==> config.mk <==
export PLATFORM = sky130hd
export DESIGN_NAME = fac_outq
export DESIGN_NICKNAME = d
export VERILOG_FILES = /design/src/hdl/fac_pkg.sv /design/src/hdl/fac_outq.sv
export SDC_FILE = /design/constraint.sdc
export NUM_CORES = 1
export LEC_CHECK = 0
export ABC_AREA = 1
export BUFFER_PORTS_ARGS = -buffer_cell sky130_fd_sc_hd__buf_2
export CAP_MARGIN = 20
export CORE_ASPECT_RATIO = 1.4
export CORE_MARGIN = 2
export CORE_UTILIZATION = 25
export CTS_CLUSTER_SIZE = 30
export DETAILED_ROUTE_END_ITERATION = 10
export PLACE_DENSITY = 0.43
export SLEW_MARGIN = 10
export SYNTH_ARGS = -nofsm -noshare
export SYNTH_HDL_FRONTEND = slang
export SYNTH_SLANG_ARGS = --single-unit
==> constraint.sdc <==
create_clock -name clk -period 4.3 [get_ports clk]
set_input_delay 0.645 -clock clk [delete_from_list [all_inputs] [get_ports clk]]
set_output_delay 0.645 -clock clk [all_outputs]
set_load 0.05 [all_outputs]
==> src/hdl/fac_pkg.sv <==
package fac_pkg;

  localparam int COORD_W   = 32;
  localparam int NORM_W    = COORD_W + 1;
  localparam int PROD_W    = NORM_W + COORD_W;
  localparam int ACC_W     = PROD_W + 2;
  localparam int DIST_SH   = 16;
  localparam int PLANE_CNT = 6;
  localparam int AXIS_CNT  = 3;
  localparam int MAT_AW    = 4;
  localparam int MAT_SIZE  = 1 << MAT_AW;
  localparam int MQ_AW     = 2;
  localparam int MQ_DEPTH  = 1 << MQ_AW;
  localparam int OQ_AW     = 3;
  localparam int OQ_DEPTH  = 1 << OQ_AW;
  localparam int LAST_IDX  = 3;

  localparam logic KIND_LOAD = 1'b0;
  localparam logic KIND_BOX  = 1'b1;

  typedef logic signed [COORD_W-1:0] coord_t;
  typedef logic signed [NORM_W-1:0]  norm_t;
  typedef logic signed [PROD_W-1:0]  prod_t;
  typedef logic signed [ACC_W-1:0]   acc_t;

  // one decoded item on its way from the front to the back
  typedef struct packed {
    logic                    is_box;
    logic [MAT_AW-1:0]       addr;
    coord_t                  value;
    coord_t [AXIS_CNT-1:0]   bmin;
    coord_t [AXIS_CNT-1:0]   bmax;
  } cmd_t;

  typedef struct packed {
    logic valid;
    cmd_t cmd;
  } mq_head_t;

  typedef struct packed {
    logic push;
    logic visible;
  } res_t;

  // matrix storage index: column first, then row
  function automatic logic [MAT_AW-1:0] mat_idx(input logic [1:0] col, input logic [1:0] row);
    return {col, row};
  endfunction

endpackage

==> src/hdl/fac_outq.sv <==
module fac_outq (
  input  logic                     clk,
  input  logic                     rst_n,
  input  fac_pkg::res_t            res,
  output logic [fac_pkg::OQ_AW:0]  oq_count,
  output logic                     out_empty,
  input  logic                     out_pop,
  output logic                     out_visible
);
  import fac_pkg::*;

  logic             mem_r [OQ_DEPTH];
  logic [OQ_AW-1:0] wr_ptr_r;
  logic [OQ_AW-1:0] rd_ptr_r;
  logic [OQ_AW:0]   count_r;
  logic             pop_ok;

  assign out_empty   = (count_r == '0);
  assign out_visible = mem_r[rd_ptr_r];
  assign oq_count    = count_r;
  assign pop_ok      = out_pop && !out_empty;

  // store each finished result
  always_ff @(posedge clk) begin
    if (res.push) begin
      mem_r[wr_ptr_r] <= res.visible;
    end
  end

  // advance pointers and fill count
  always_ff @(posedge clk) begin
    if (!rst_n) begin
      wr_ptr_r <= '0;
      rd_ptr_r <= '0;
      count_r  <= '0;
    end else begin
      if (res.push) begin
        wr_ptr_r <= wr_ptr_r + 1'b1;
      end
      if (pop_ok) begin
        rd_ptr_r <= rd_ptr_r + 1'b1;
      end
      case ({res.push, pop_ok})
        2'b10:   count_r <= count_r + 1'b1;
        2'b01:   count_r <= count_r - 1'b1;
        default: count_r <= count_r;
      endcase
    end
  end

endmodule

---- Yosys cells after proc, flatten, opt, wreduce, memory -nomap -nowiden ----
Memories as Yosys holds them, arrays and structs flattened. A register that Yosys moved wholly into a read port is not among the register bits.
Index checks and enable logic that the tools add are counted.
storage, ports and cells
  bits of input ports ..................... 5
  logic and storage cells ................. 19
  bits in registers ....................... 10
  memories ................................ 1
  memory bits (writable) .................. 8
cells by class
  $add $sub $neg .......................... 4
  equality and inequality tests ........... 2
  multiplexer cells ....................... 5
  reductions and logical operators ........ 4
memories
  memory  words  bits a word  read ports  clocked after memory_dff  write ports  line            text
  mem_r   8      1            1           1                         1            fac_outq.sv:12  logic mem_r [OQ_DEPTH];
operators with widths
  kind                   count
  $pmux W4 S2            1
  $add A3 B1 Y3 const B  2
  $mux W3                2
  $add A4 B1 Y4 const B  1
  $logic_not A4 Y1       1
  $sub A4 B1 Y4 const B  1
  $eq A2 B1 Y1 const B   1
  $eq A2 B2 Y1 const B   1
  $mux W1                2
  $reduce_bool A2 Y1     1
  $logic_and A1 B1 Y1    1
  $logic_not A1 Y1       1

---- Depth between registers and ports, before layout ----
  word-level depth ........................ 5
  gate-level depth with buffers ........... 14

---- Least setup slack after synthesis ----
OpenSTA, ideal clock, no wires.
  path kind ............................... flip-flop to flip-flop
  start ................................... register count_r[0], in the netlist oq_count[0]
  end ..................................... register count_r[2], in the netlist oq_count[2]
  period minus slack after synthesis ...... 2.191 ns
  stages on the path, launching flop included .. 14
  setup time .............................. 0.115 ns
  data required time ...................... 4.185 ns
  data arrival time ....................... 2.075 ns
  setup slack ............................. 2.109 ns
  cells stage by stage .................... dfxtp_1 -> inv_1 -> nand4_2 -> nand2_2 -> inv_4 -> ha_1 -> nand2_1 -> inv_2 -> nor2_4 -> ha_1 -> a21oi_1 -> xnor2_1 -> o21ai_0 -> inv_1
on the way
  word-level cells in the longest chain between the ends .. 5
RTL lines
  what                                                      line            text
  start, declared                                           fac_outq.sv:15  logic [OQ_AW:0] count_r;
  start signal, assigned                                    fac_outq.sv:44  2'b10: count_r <= count_r + 1'b1;
  start signal, assigned                                    fac_outq.sv:45  2'b01: count_r <= count_r - 1'b1;
  start signal, assigned                                    fac_outq.sv:46  default: count_r <= count_r;
  $logic_not A4 Y1                                          fac_outq.sv:18  assign out_empty = (count_r == '0);
  $logic_not A1 Y1                                          fac_outq.sv:21  assign pop_ok = out_pop && !out_empty;
  $logic_and A1 B1 Y1                                       fac_outq.sv:21
  $eq A2 B1 Y1 / $eq A2 B2 Y1 (equally long branches)       fac_outq.sv:43  case ({res.push, pop_ok})
  $pmux W4 S2 / $reduce_bool A2 Y1 (equally long branches)  n/a
Parallel ways exist; a longest one is shown, timed or not.
A chain may end at the register's enable or synchronous reset.

==> metrics.txt <==
status completed; Worst Reg-to-Reg Cells 13; worst reg2reg setup slack between 2 and 2.5 ns; RSZ-0062 raised after global routing false; clock transition at the registers of the reported paths about 0.08 ns; worst r2r src oq_count[0]$_SDFFE_PN0P_; Remaining Overflow, GRT 0; cell taking the most area after synthesis dfxtp_1; placed standard-cell area roughly 0.0011 mm²; max-slew violation count 0; HPWL Detailed between 1000 and 1500 µm; CTS tree done; top-count cell post-synth nor2_1; Avg Cell Area, Syn around 8.7 µm²; first-pass iteration count of the detailed router 4; flops & latches, synth 21; global-route usage over all layers 0.09379; Sink Count 21; die area ~0.0045 mm²; top post-synthesis cells by area dfxtp_1 (26%), edfxtp_1 (24%), nor2_1 (6.5%), ha_1 (6.4%), a21oi_1 (6.1%); pre-CTS setup slack around 2.2 ns; Syn Nets roughly 120; MaxCap Viol Count 0; CP Capture Type primary output; Die H about 78 µm; synth cell count leaders nor2_1 (17), nand2_1 (15), inv_1 (14); wire length per cell between 10 and 15 µm; relative slew slack 0.8355; fin area 0.001135 mm²; buffer levels on the longest clock path 2; Synth Warn # 0; CTS resizes 0; overall die width around 57 µm; Hold Crit Class flop to flop; Critical Path RT around 3.7 ns; min setup slack post-route between 2 and 2.5 ns; Cell Rows 27; Setup Viol. Count Final 0; Total Nets Final 138; Crit path arrival time 1.40 ns; setup TNS 0 ns; CTS Root Cell clkbuf_8; initial antenna violation count 0; maximum vdd drop 383.2 µV; CP Launch Type flop; worst r2r dst oq_count[2]$_SDFFE_PN0P_; sequential share of the synthesized area 0.5083; # DRC 0; Post-synth EDFFs 8; Boundary Pins 11; input/output buffers 10; Synth Instances 113; Synth async-reset ratio 0; WHS ~0.51 ns; Hold Buf Count CTS 0; prevailing post-synth register cell dfxtp_1; worst setup path endpoint out_visible; layout cells sized above 1 0.1969; core area between 0.003 and 0.004 mm²; Post-CTS Setup Bufs 0; crit path kind flop to primary output; FMAX roughly 490 MHz; total CTS buffers 3; final hold violation count 0; area grow syn2layout 15.25%; ANT cells 0; global-route wire length before repair approximately 3200 µm; Pleak 0.4969 nW; Worst Max-Slew Pin Slew approximately 0.25 ns; Clock Latency Late Sink 0.25 ns; Initial Util 0.2557; Clock Skew approximately 0.0015 ns; Iteration-0 DRC Markers 7; share of the synthesized area in the top cell type 0.2643; htree depth 1; Synth Cell Area ~980 µm²; routed wire length between 1500 and 2000 µm; Routability Congestion just over 0.8; # fillers approximately 430; Distinct cells, synth 21; vias between 700 and 800; Power Dens Cells between 600 and 700 mW/mm²; Total Power 0.7595 mW; Final min period 2.047 ns; vias in the first global route 706; CP Max Fanout 5; Via density ~4.3; antenna viol nets, final 0; Final Cycle Share 0.4761; pin count of the biggest net entering global routing 13
-- layer usage --
metal / up-vias / part of all wire / track usage
li1: 394 / - / -
met1: 324 / 0.43 / 0.1112
met2: 9 / 0.53 / 0.1598
met3: 2 / 0.025 / 0.01483
met4: 0 / 0.013 / 0.04884
met5: - / 0 / 0
-- worst min-delay path by stage --
stage / cells past startpoint / startpoint / slack, ns / to
5_1_grt: 2 / wr_ptr_r[0]$_SDFFE_PN0P_ / 0.54 / wr_ptr_r[0]$_SDFFE_PN0P_
4_1_cts: 1 / rd_ptr_r[0]$_SDFFE_PN0N_ / 0.51 / flop
3_5_place_dp: 1 / rd_ptr_r[0]$_SDFFE_PN0N_ / 0.49 / flop
2_1_floorplan: 1 / rd_ptr_r[0]$_SDFFE_PN0N_ / 0.46 / flop
3_3_place_gp: 1 / rd_ptr_r[0]$_SDFFE_PN0N_ / 0.48 / rd_ptr_r[0]$_SDFFE_PN0N_
6_report: 2 / wr_ptr_r[0]$_SDFFE_PN0P_ / 0.51 / wr_ptr_r[0]$_SDFFE_PN0P_
-- per-stage QoR --
stage	std cells	util
2_1_floorplan	113	-
3_3_place_gp	166	0.2827
3_5_place_dp	166	0.2827
4_1_cts	170	0.2947
5_1_grt	170	0.2947
6_report	170	0.2947
-- logic make-up after synthesis --
family / share of synthesized area
xor gates and xnor gates: 0.02669
DFF: 0.5083
and+or+nand+nor: 0.1919
adders and majority gates: 0.06353
AOI/OAI and AO/OA: 0.1423
buffers and inverters: 0.06735
-- layout by cell type (no fill, tap or decap), types with 2 or more instances in the layout --
cell type	instances
a21oi_1	12
clkbuf_8	3
nand3_1	2
dfxtp_1	13
xnor2_1	2
nand2_1	15
o21ai_0	11
o21ai_2	2
buf_2	10
nor2_1	17
ha_1	5
nand2_2	2
inv_1	14
inv_2	2
edfxtp_1	8
-- area by class of cell --
class	count	area [µm²]	area share
multi-input cells	75	417.9	0.3682
flip-flops and latches	21	500.5	0.4410
clock buffers	3	41.29	0.03638
clock inverters	1	5.005	0.004410
inverters	17	66.31	0.05843
repair buffers	10	50.05	0.04410
well taps	43	53.80	0.04741
-- worst max-delay path, stage by stage, from the launching register on --
cell     delay (ns)
dfxtp_1        0.39
nor2_1         0.05
nor2_1         0.08
o21ai_0        0.08
o21ai_0        0.10
nor2_1         0.06
a21oi_1        0.11
buf_2          0.27
-- power breakdown --
part	internal (mW)	total (mW)	leakage (nW)	switching (mW)
sequential	0.243	0.283	0.180	0.0402
combinational	0.104	0.348	0.292	0.244
clock	0.0644	0.128	0.0255	0.0639
total	0.412	0.760	0.497	0.348
(Power assumes the default switching activity.)
