$ cat config.mk
export PLATFORM = sky130hd
export DESIGN_NAME = fac_front
export DESIGN_NICKNAME = d
export VERILOG_FILES = /design/src/hdl/fac_pkg.sv /design/src/hdl/fac_front.sv
export SDC_FILE = /design/constraint.sdc
export NUM_CORES = 1
export LEC_CHECK = 0
export ABC_AREA = 1
export BUFFER_PORTS_ARGS = -buffer_cell sky130_fd_sc_hd__buf_2
export CAP_MARGIN = 5
export CORE_MARGIN = 5
export CORE_UTILIZATION = 30
export DETAILED_ROUTE_END_ITERATION = 16
export GPL_TIMING_DRIVEN = 0
export PLACE_DENSITY = 0.46
export SETUP_SLACK_MARGIN = 0.5
export SYNTH_ARGS = -nofsm -noshare
export SYNTH_HDL_FRONTEND = slang
export SYNTH_SLANG_ARGS = --single-unit
$ cat constraint.sdc
create_clock -name clk -period 29.4 [get_ports clk]
set_input_delay 0 -clock clk [delete_from_list [all_inputs] [get_ports clk]]
set_output_delay 0 -clock clk [all_outputs]
set_load 0.03 [all_outputs]
$ cat src/hdl/fac_pkg.sv
package fac_pkg;

  localparam int COORD_W   = 32;
  localparam int NORM_W    = COORD_W + 1;
  localparam int PROD_W    = NORM_W + COORD_W;
  localparam int ACC_W     = PROD_W + 2;
  localparam int DIST_SH   = 16;
  localparam int PLANE_CNT = 6;
  localparam int AXIS_CNT  = 3;
  localparam int MAT_AW    = 4;
  localparam int MAT_SIZE  = 1 << MAT_AW;
  localparam int MQ_AW     = 2;
  localparam int MQ_DEPTH  = 1 << MQ_AW;
  localparam int OQ_AW     = 3;
  localparam int OQ_DEPTH  = 1 << OQ_AW;
  localparam int LAST_IDX  = 3;

  localparam logic KIND_LOAD = 1'b0;
  localparam logic KIND_BOX  = 1'b1;

  typedef logic signed [COORD_W-1:0] coord_t;
  typedef logic signed [NORM_W-1:0]  norm_t;
  typedef logic signed [PROD_W-1:0]  prod_t;
  typedef logic signed [ACC_W-1:0]   acc_t;

  // one decoded item on its way from the front to the back
  typedef struct packed {
    logic                    is_box;
    logic [MAT_AW-1:0]       addr;
    coord_t                  value;
    coord_t [AXIS_CNT-1:0]   bmin;
    coord_t [AXIS_CNT-1:0]   bmax;
  } cmd_t;

  typedef struct packed {
    logic valid;
    cmd_t cmd;
  } mq_head_t;

  typedef struct packed {
    logic push;
    logic visible;
  } res_t;

  // matrix storage index: column first, then row
  function automatic logic [MAT_AW-1:0] mat_idx(input logic [1:0] col, input logic [1:0] row);
    return {col, row};
  endfunction

endpackage

$ cat src/hdl/fac_front.sv
module fac_front (
  input  logic              clk,
  input  logic              rst_n,
  input  logic              in_push,
  output logic              in_full,
  input  logic              in_kind,
  input  logic [1:0]        in_matrix_col,
  input  logic [1:0]        in_matrix_row,
  input  logic signed [31:0] in_matrix_value,
  input  logic signed [31:0] in_min_x,
  input  logic signed [31:0] in_min_y,
  input  logic signed [31:0] in_min_z,
  input  logic signed [31:0] in_max_x,
  input  logic signed [31:0] in_max_y,
  input  logic signed [31:0] in_max_z,
  output fac_pkg::mq_head_t head,
  input  logic              head_pop
);
  import fac_pkg::*;

  cmd_t             mem_r [MQ_DEPTH];
  logic [MQ_AW-1:0] wr_ptr_r;
  logic [MQ_AW-1:0] rd_ptr_r;
  logic [MQ_AW:0]   count_r;
  cmd_t             cmd_in;
  logic             push_ok;
  logic             pop_ok;

  // classify the incoming item
  always_comb begin
    cmd_in         = '0;
    cmd_in.is_box  = (in_kind == KIND_BOX);
    cmd_in.addr    = mat_idx(in_matrix_col, in_matrix_row);
    cmd_in.value   = in_matrix_value;
    cmd_in.bmin[0] = in_min_x;
    cmd_in.bmin[1] = in_min_y;
    cmd_in.bmin[2] = in_min_z;
    cmd_in.bmax[0] = in_max_x;
    cmd_in.bmax[1] = in_max_y;
    cmd_in.bmax[2] = in_max_z;
  end

  assign in_full    = (count_r == (MQ_AW+1)'(MQ_DEPTH));
  assign push_ok    = in_push && !in_full;
  assign head.valid = (count_r != '0);
  assign head.cmd   = mem_r[rd_ptr_r];
  assign pop_ok     = head_pop && head.valid;

  // store the item in the queue
  always_ff @(posedge clk) begin
    if (push_ok) begin
      mem_r[wr_ptr_r] <= cmd_in;
    end
  end

  // advance pointers and fill count
  always_ff @(posedge clk) begin
    if (!rst_n) begin
      wr_ptr_r <= '0;
      rd_ptr_r <= '0;
      count_r  <= '0;
    end else begin
      if (push_ok) begin
        wr_ptr_r <= wr_ptr_r + 1'b1;
      end
      if (pop_ok) begin
        rd_ptr_r <= rd_ptr_r + 1'b1;
      end
      case ({push_ok, pop_ok})
        2'b10:   count_r <= count_r + 1'b1;
        2'b01:   count_r <= count_r - 1'b1;
        default: count_r <= count_r;
      endcase
    end
  end

endmodule

## Word level (Yosys, flattened, before mapping)

Memories as Yosys holds them, arrays and structs flattened. A register that Yosys moved wholly into a read port is not among the register bits.
Cells that the tools add are included.

- Register bits: 7
- Bits in writable memories: 916
- Output and inout port bits: 231
- Memories: 1

Memories:

| name | depth | width | rd ports | clocked after Yosys merged registers in | wr ports | RTL line | source |
|---|---|---|---|---|---|---|---|
| mem_r | 4 | 229 | 1 | 1 | 1 | fac_front.sv:21 | `cmd_t mem_r [MQ_DEPTH];` |

- Add/subtract/negate cells: 4
- Equality and inequality tests: 3
- Mux-type cells: 5
- Reductions and logical operators: 5

Operators by type and width:

| cell | number |
|---|---|
| 3-bit one-hot mux with 2 select lines | 1 |
| 2-bit by 1-bit adder with 2-bit output (second input constant) | 2 |
| 2-bit 2-to-1 mux | 2 |
| 3-bit by 1-bit adder with 3-bit output (second input constant) | 1 |
| 3-bit == test (second input constant) | 1 |
| 3-bit nonzero test | 1 |
| 3-bit by 1-bit subtractor with 3-bit output (second input constant) | 1 |
| 2-bit by 1-bit == test with 1-bit output (second input constant) | 1 |
| 2-bit == test (second input constant) | 1 |
| 1-bit logical AND | 2 |
| 1-bit 2-to-1 mux | 2 |
| 2-bit nonzero test | 1 |
| 1-bit zero test | 1 |

## Logic depth before layout (Yosys ltp)

- Depth in word-level cells: 5
- Mapped depth: 13
- Depth with buffers taken out: 13

## Least setup slack after synthesis

OpenSTA, ideal clock, no wires.

- Path kind: reg-to-reg
- Start point: register count_r[1]
- End point: memory mem_r[0][0] (netlist bit) (enable)
- Setup time: 824 ps
- Arrival: 10124 ps
- Data required time: 28576 ps
- Setup slack: 18453 ps
- Stages on the path, launching flop included: 5
- Path buffers: 0
- Period minus slack after synthesis: 10947 ps
- Path through: dfxtp_1 -> nor2_1 -> nand2_1 -> nand2_1 -> nor2_1

- Word-level cells in the longest chain between the ends: 5

Ends and longest elaborated chain:

| item | RTL line | source |
|---|---|---|
| start: declaration | fac_front.sv:24 | `logic [MQ_AW:0] count_r;` |
| start signal: assignment | fac_front.sv:70 | `2'b10: count_r <= count_r + 1'b1;` |
| start signal: assignment | fac_front.sv:71 | `2'b01: count_r <= count_r - 1'b1;` |
| start signal: assignment | fac_front.sv:72 | `default: count_r <= count_r;` |
| 3-bit == test | fac_front.sv:43 | `assign in_full = (count_r == (MQ_AW+1)'(MQ_DEPTH));` |
| 1-bit zero test | fac_front.sv:44 | `assign push_ok = in_push && !in_full;` |
| 1-bit logical AND | fac_front.sv:44 |  |
| 1-bit 2-to-1 mux | fac_front.sv:51 | `if (push_ok) begin` |
| 1-bit 2-to-1 mux (not written as such) | fac_front.sv:52 | `mem_r[wr_ptr_r] <= cmd_in;` |
| end: declaration | fac_front.sv:21 |  |

Every way passes these cells.

## Worst setup path in the final report

- Start point: register count_r[1]
- End point: memory mem_r[0][99] (netlist bit) (enable)

The elaborated chain is that of the path after synthesis.

==> results <==
- The flow ran to the end, and the final reports show no timing, DRC or antenna violations.
- The post-CTS setup buffer count is 0.
- For this block, the routed nets add up to 104 mm of wire.
- Entering global routing, the biggest net connects 29 pins.
- The final-layout setup total negative slack is 0 ns.
- The share of final-layout standard cells stronger than drive strength 1 is between 20% and 30%.
- Across the run, the number of max-cap violations was 0.
- The worst slew slack as a fraction of its limit is between 40 and 50%.
- The length of the first detailed-routing pass in iterations is 7.
- Global routing consumed, over all layers together, ~17% of the routing resources.
- The flop-to-flop setup slack is 26.21 ns.
- Yosys attributes the largest share of cell area to edfxtp_1, o21ai_0, nor2_1.
- The signal arrival time at the worst endpoint is 3.55 ns.
- Together, buffers and inverters on the worst path number 5.
- The fraction of post-synthesis cell area in the top cell type by area is about four fifths.
- The average size of a mapped cell is 15.1 um2.
- Ranked by instance count, the synthesized netlist is headed by edfxtp_1, nor2_1, o21ai_0, o22ai_1, clkbuf_1.
- The die outline area is ~120000 um2.
- Combinational logic is responsible for 29.7% of the overall power.
- Along the worst path, the maximum fanout reaches 24.
- The I/O pin count is around 460.
- Synthesis handed over a netlist of 2283 instances.
- The count of final setup violators is 0.
- The worst setup path is launched from a flop.
- For this block, the initial DRC count from the detailed router was ~1500.
- The post-route minimum period is ~3.2 ns.
- The worst-skew pair later-pin latency is around 0.67 ns.
- Cell internal power was estimated by the tool at 2.62 mW.
- The synthesized netlist contains 19 unique library cells.
- The number of nets in the synthesized netlist is between 2000 and 3000.
- Summed over all instances, the cell type with the most area after synthesis is edfxtp_1.
- The async set-or-reset flop fraction in the synthesized netlist is 0%.
- By startpoint and endpoint, the worst setup path is classified as reg -> reg.
- Routability-driven placement finished with a final weighted congestion of approximately 0.74.
- The H-tree was split into 3 levels.
- The slowest cell on the critical path is nor2_4.
- After layout, the worst path uses between 10% and 20% of the clock period.
- The most common cell in the synthesized netlist is edfxtp_1.
- The clock-pin slew on the worst setup and hold paths is ~0.060 ns.
- The critical path goes through nor2_1, nand2_1, nand2_1, nor2_4, buf_12, buf_12, buf_12, buf_12, buf_16.
- The leading register cell type out of synthesis is edfxtp_1.
- In this run the vertical extent of the chip is around 350 um.
- Summing the sequential cell areas from Yosys gives approximately four fifths of the chip area.
- TritonCTS created 101 clock buffers.
- Detailed placement finished with a half-perimeter wire length of slightly below 70 mm.
- The final routed wire length divided by cell count is around 22 um.
- In this run the cell area of the synthesized design comes to roughly 34000 um2.
- On the final layout, the worst clock skew is 0.0186 ns.
- Across all layers, the routed design uses around 23000 vias.
- The initial standard-cell utilization of the core is a little under a third.
- The worst hold path belongs to the class in -> reg.
- The residual antenna-violating net count after detailed routing is 0.
- The kind of end point of the critical path is a flop.
- The peak per-stage delay on the critical path is 0.76 ns.
- The via count of the first global-routing pass is approximately 24000.
- The area added between synthesis and finish is 31.3%.
- Counting along the longest clock path gives a buffer depth of 3.
- After detailed routing, the number of remaining DRC violations is 0.
- In the final design database the tool counted about 3400 nets.
- The clock root buffer is clkbuf_16.
- The final core utilization is between 30 and 40%.
- The share of total power dissipated in the clock network is 31.0%.
- The number of antenna violations at the first check in global routing is 21.
- Setup repair after global routing left no endpoint under its margin.
- The maximum operating frequency is between 300 and 400 MHz.
- The CTS tree is done.
- The floorplan has 124 rows.
- The required time of the critical path is ~30 ns.
- For this design, the sink count on the clock tree is just over 900.
- The detail-routed via count per cell is roughly 4.8.
- The power density normalized to cell area is about 90 nW/um2.
- The yosys synthesis warning count is 0.
- The final max-slew violation count was 0.
- The floorplan step defined a core boundary enclosing approximately 110000 um2.
- For this run the aggregate overflow at the end of global routing stands at 0.
- The number of filler cells placed in the layout is 10700.
- The first global-routing pass estimated 152 mm of wire.
- At the pin with the least slew margin, the transition time is around 0.87 ns.
- Measured along the x axis, the die boundary spans 348 um.
- Per report_power, the sequential group accounts for between 30 and 40% of the total.
- Net switching is approximately a third of the power.
- The number of synthesized flops with an enable pin is about 900.
- The analysis attributes to cell leakage a power of 15.8 nW.
- The total of flip-flops plus latches after synthesis is roughly 930.
- The number of hold violations in the final report came to 0.
- Input and output buffers added on the ports amount to 463.
- The family with the most delay on the worst path is simple AND/OR/NAND/NOR gates.
- VDD sags by at most approximately 0.055 mV.
- The power spent charging and discharging nets is 1.41 mW.
- The most numerous cell on the critical path is buf_12.
[final timing paths]
check / from / to / depth (start not counted)
hold reg to reg: wr_ptr_r[1]$_SDFFE_PN0P_ / wr_ptr_r[1]$_SDFFE_PN0P_ / 2
setup reg to reg: count_r[1]$_SDFFE_PN0P_ / mem_r[0][99]$_DFFE_PP_ / 9
setup / recovery: count_r[1]$_SDFFE_PN0P_ / mem_r[0][99]$_DFFE_PP_ / 9
hold / removal: in_max_y[1] / mem_r[1][33]$_DFFE_PP_ / 2
[area by class of cell]
cell class              instances  area, um2  share of cell area [%]
flip-flops and latches        925      27700                    61.3
multi-input cells            1188       5710                    12.7
repair buffers                737       5520                    12.2
clock buffers                 122       2690                    5.96
well taps                    1512       1890                    4.19
plain buffers                 151        925                    2.05
clock inverters                66        592                    1.31
inverters                      19       78.8                   0.175
diodes                         16       40.0                  0.0887
[state kept, by name (all words and copies together) (netlist names), named ones only]
name,flops
rd_ptr_r,2
wr_ptr_r,2
mem_r,916
count_r,3
[cells by family after synthesis]
group,after synthesis,share of synthesized area (%)
compound gates,694,10.9
flops,925,80.6
buf+inv,170,2.92
simple gates,488,5.35
fa+ha+maj,6,0.240
[layer usage]
metal  vias up  part of all wire, %  GRT usage (%)  wire [um]
met5         -                0.046              0         48
li1      10400                    -              -          -
met3       155                  7.5           4.46       7850
met2       730                   48           27.9      50500
met1     11400                   41           21.1      43000
met4         8                  2.6           4.86       2710
[layout by cell type (no fill, tap or decap), drive strengths merged, types with 9 or more instances in the layout]
| cell type | Yosys | layout |
|---|---|---|
| buf | 82 | 586 |
| dlygate4sd3 | 0 | 233 |
| nand2 | 15 | 15 |
| o22ai | 229 | 229 |
| bufinv | 0 | 10 |
| edfxtp | 916 | 916 |
| clkbuf | 69 | 191 |
| nor2 | 468 | 468 |
| dfxtp | 9 | 9 |
| o21ai | 460 | 460 |
| inv | 19 | 25 |
| diode | 0 | 16 |
| clkinv | 0 | 45 |
[repair_timing]
action | in CTS | in global routing
resized for setup | 0 | 0
hold buffers | 233 | 0
endpoints found under the hold margin | 925 | 0
[power groups by stage]
stage / Sequential, mW / Clock [mW] / Combinational [mW]
2_1_floorplan: 1.65 / 0 / 0.701
3_3_place_gp: 1.69 / 0 / 1.15
3_5_place_dp: 1.61 / 0 / 1.19
4_1_cts: 1.59 / 1.28 / 1.22
5_1_grt: 1.59 / 1.34 / 1.28
6_report: 1.59 / 1.25 / 1.20
[per-stage QoR]
step	hold slack, ns	setup WS [ns]	power [mW]	cells	cell area [um2]
2_1_floorplan	0.0989	18.45	2.35	2283	34400
3_3_place_gp	0.207	8.76	2.84	4258	38600
3_5_place_dp	0.216	26.17	2.80	4299	39500
4_1_cts	0.00601	26.17	4.09	4720	45100
5_1_grt	0.0372	26.04	4.22	4727	45100
6_report	0.0769	26.21	4.03	4736	45100
[worst register-to-register path: stages, from the launching register on]
cell and delay (ns):
dfxtp_1 0.35, nor2_1 0.08, nand2_1 0.13, nand2_1 0.31, nor2_4 0.76, buf_12 0.30, buf_12 0.23, buf_12 0.24
buf_12 0.28, buf_16 0.20
Power figures use the tool's default switching activity.
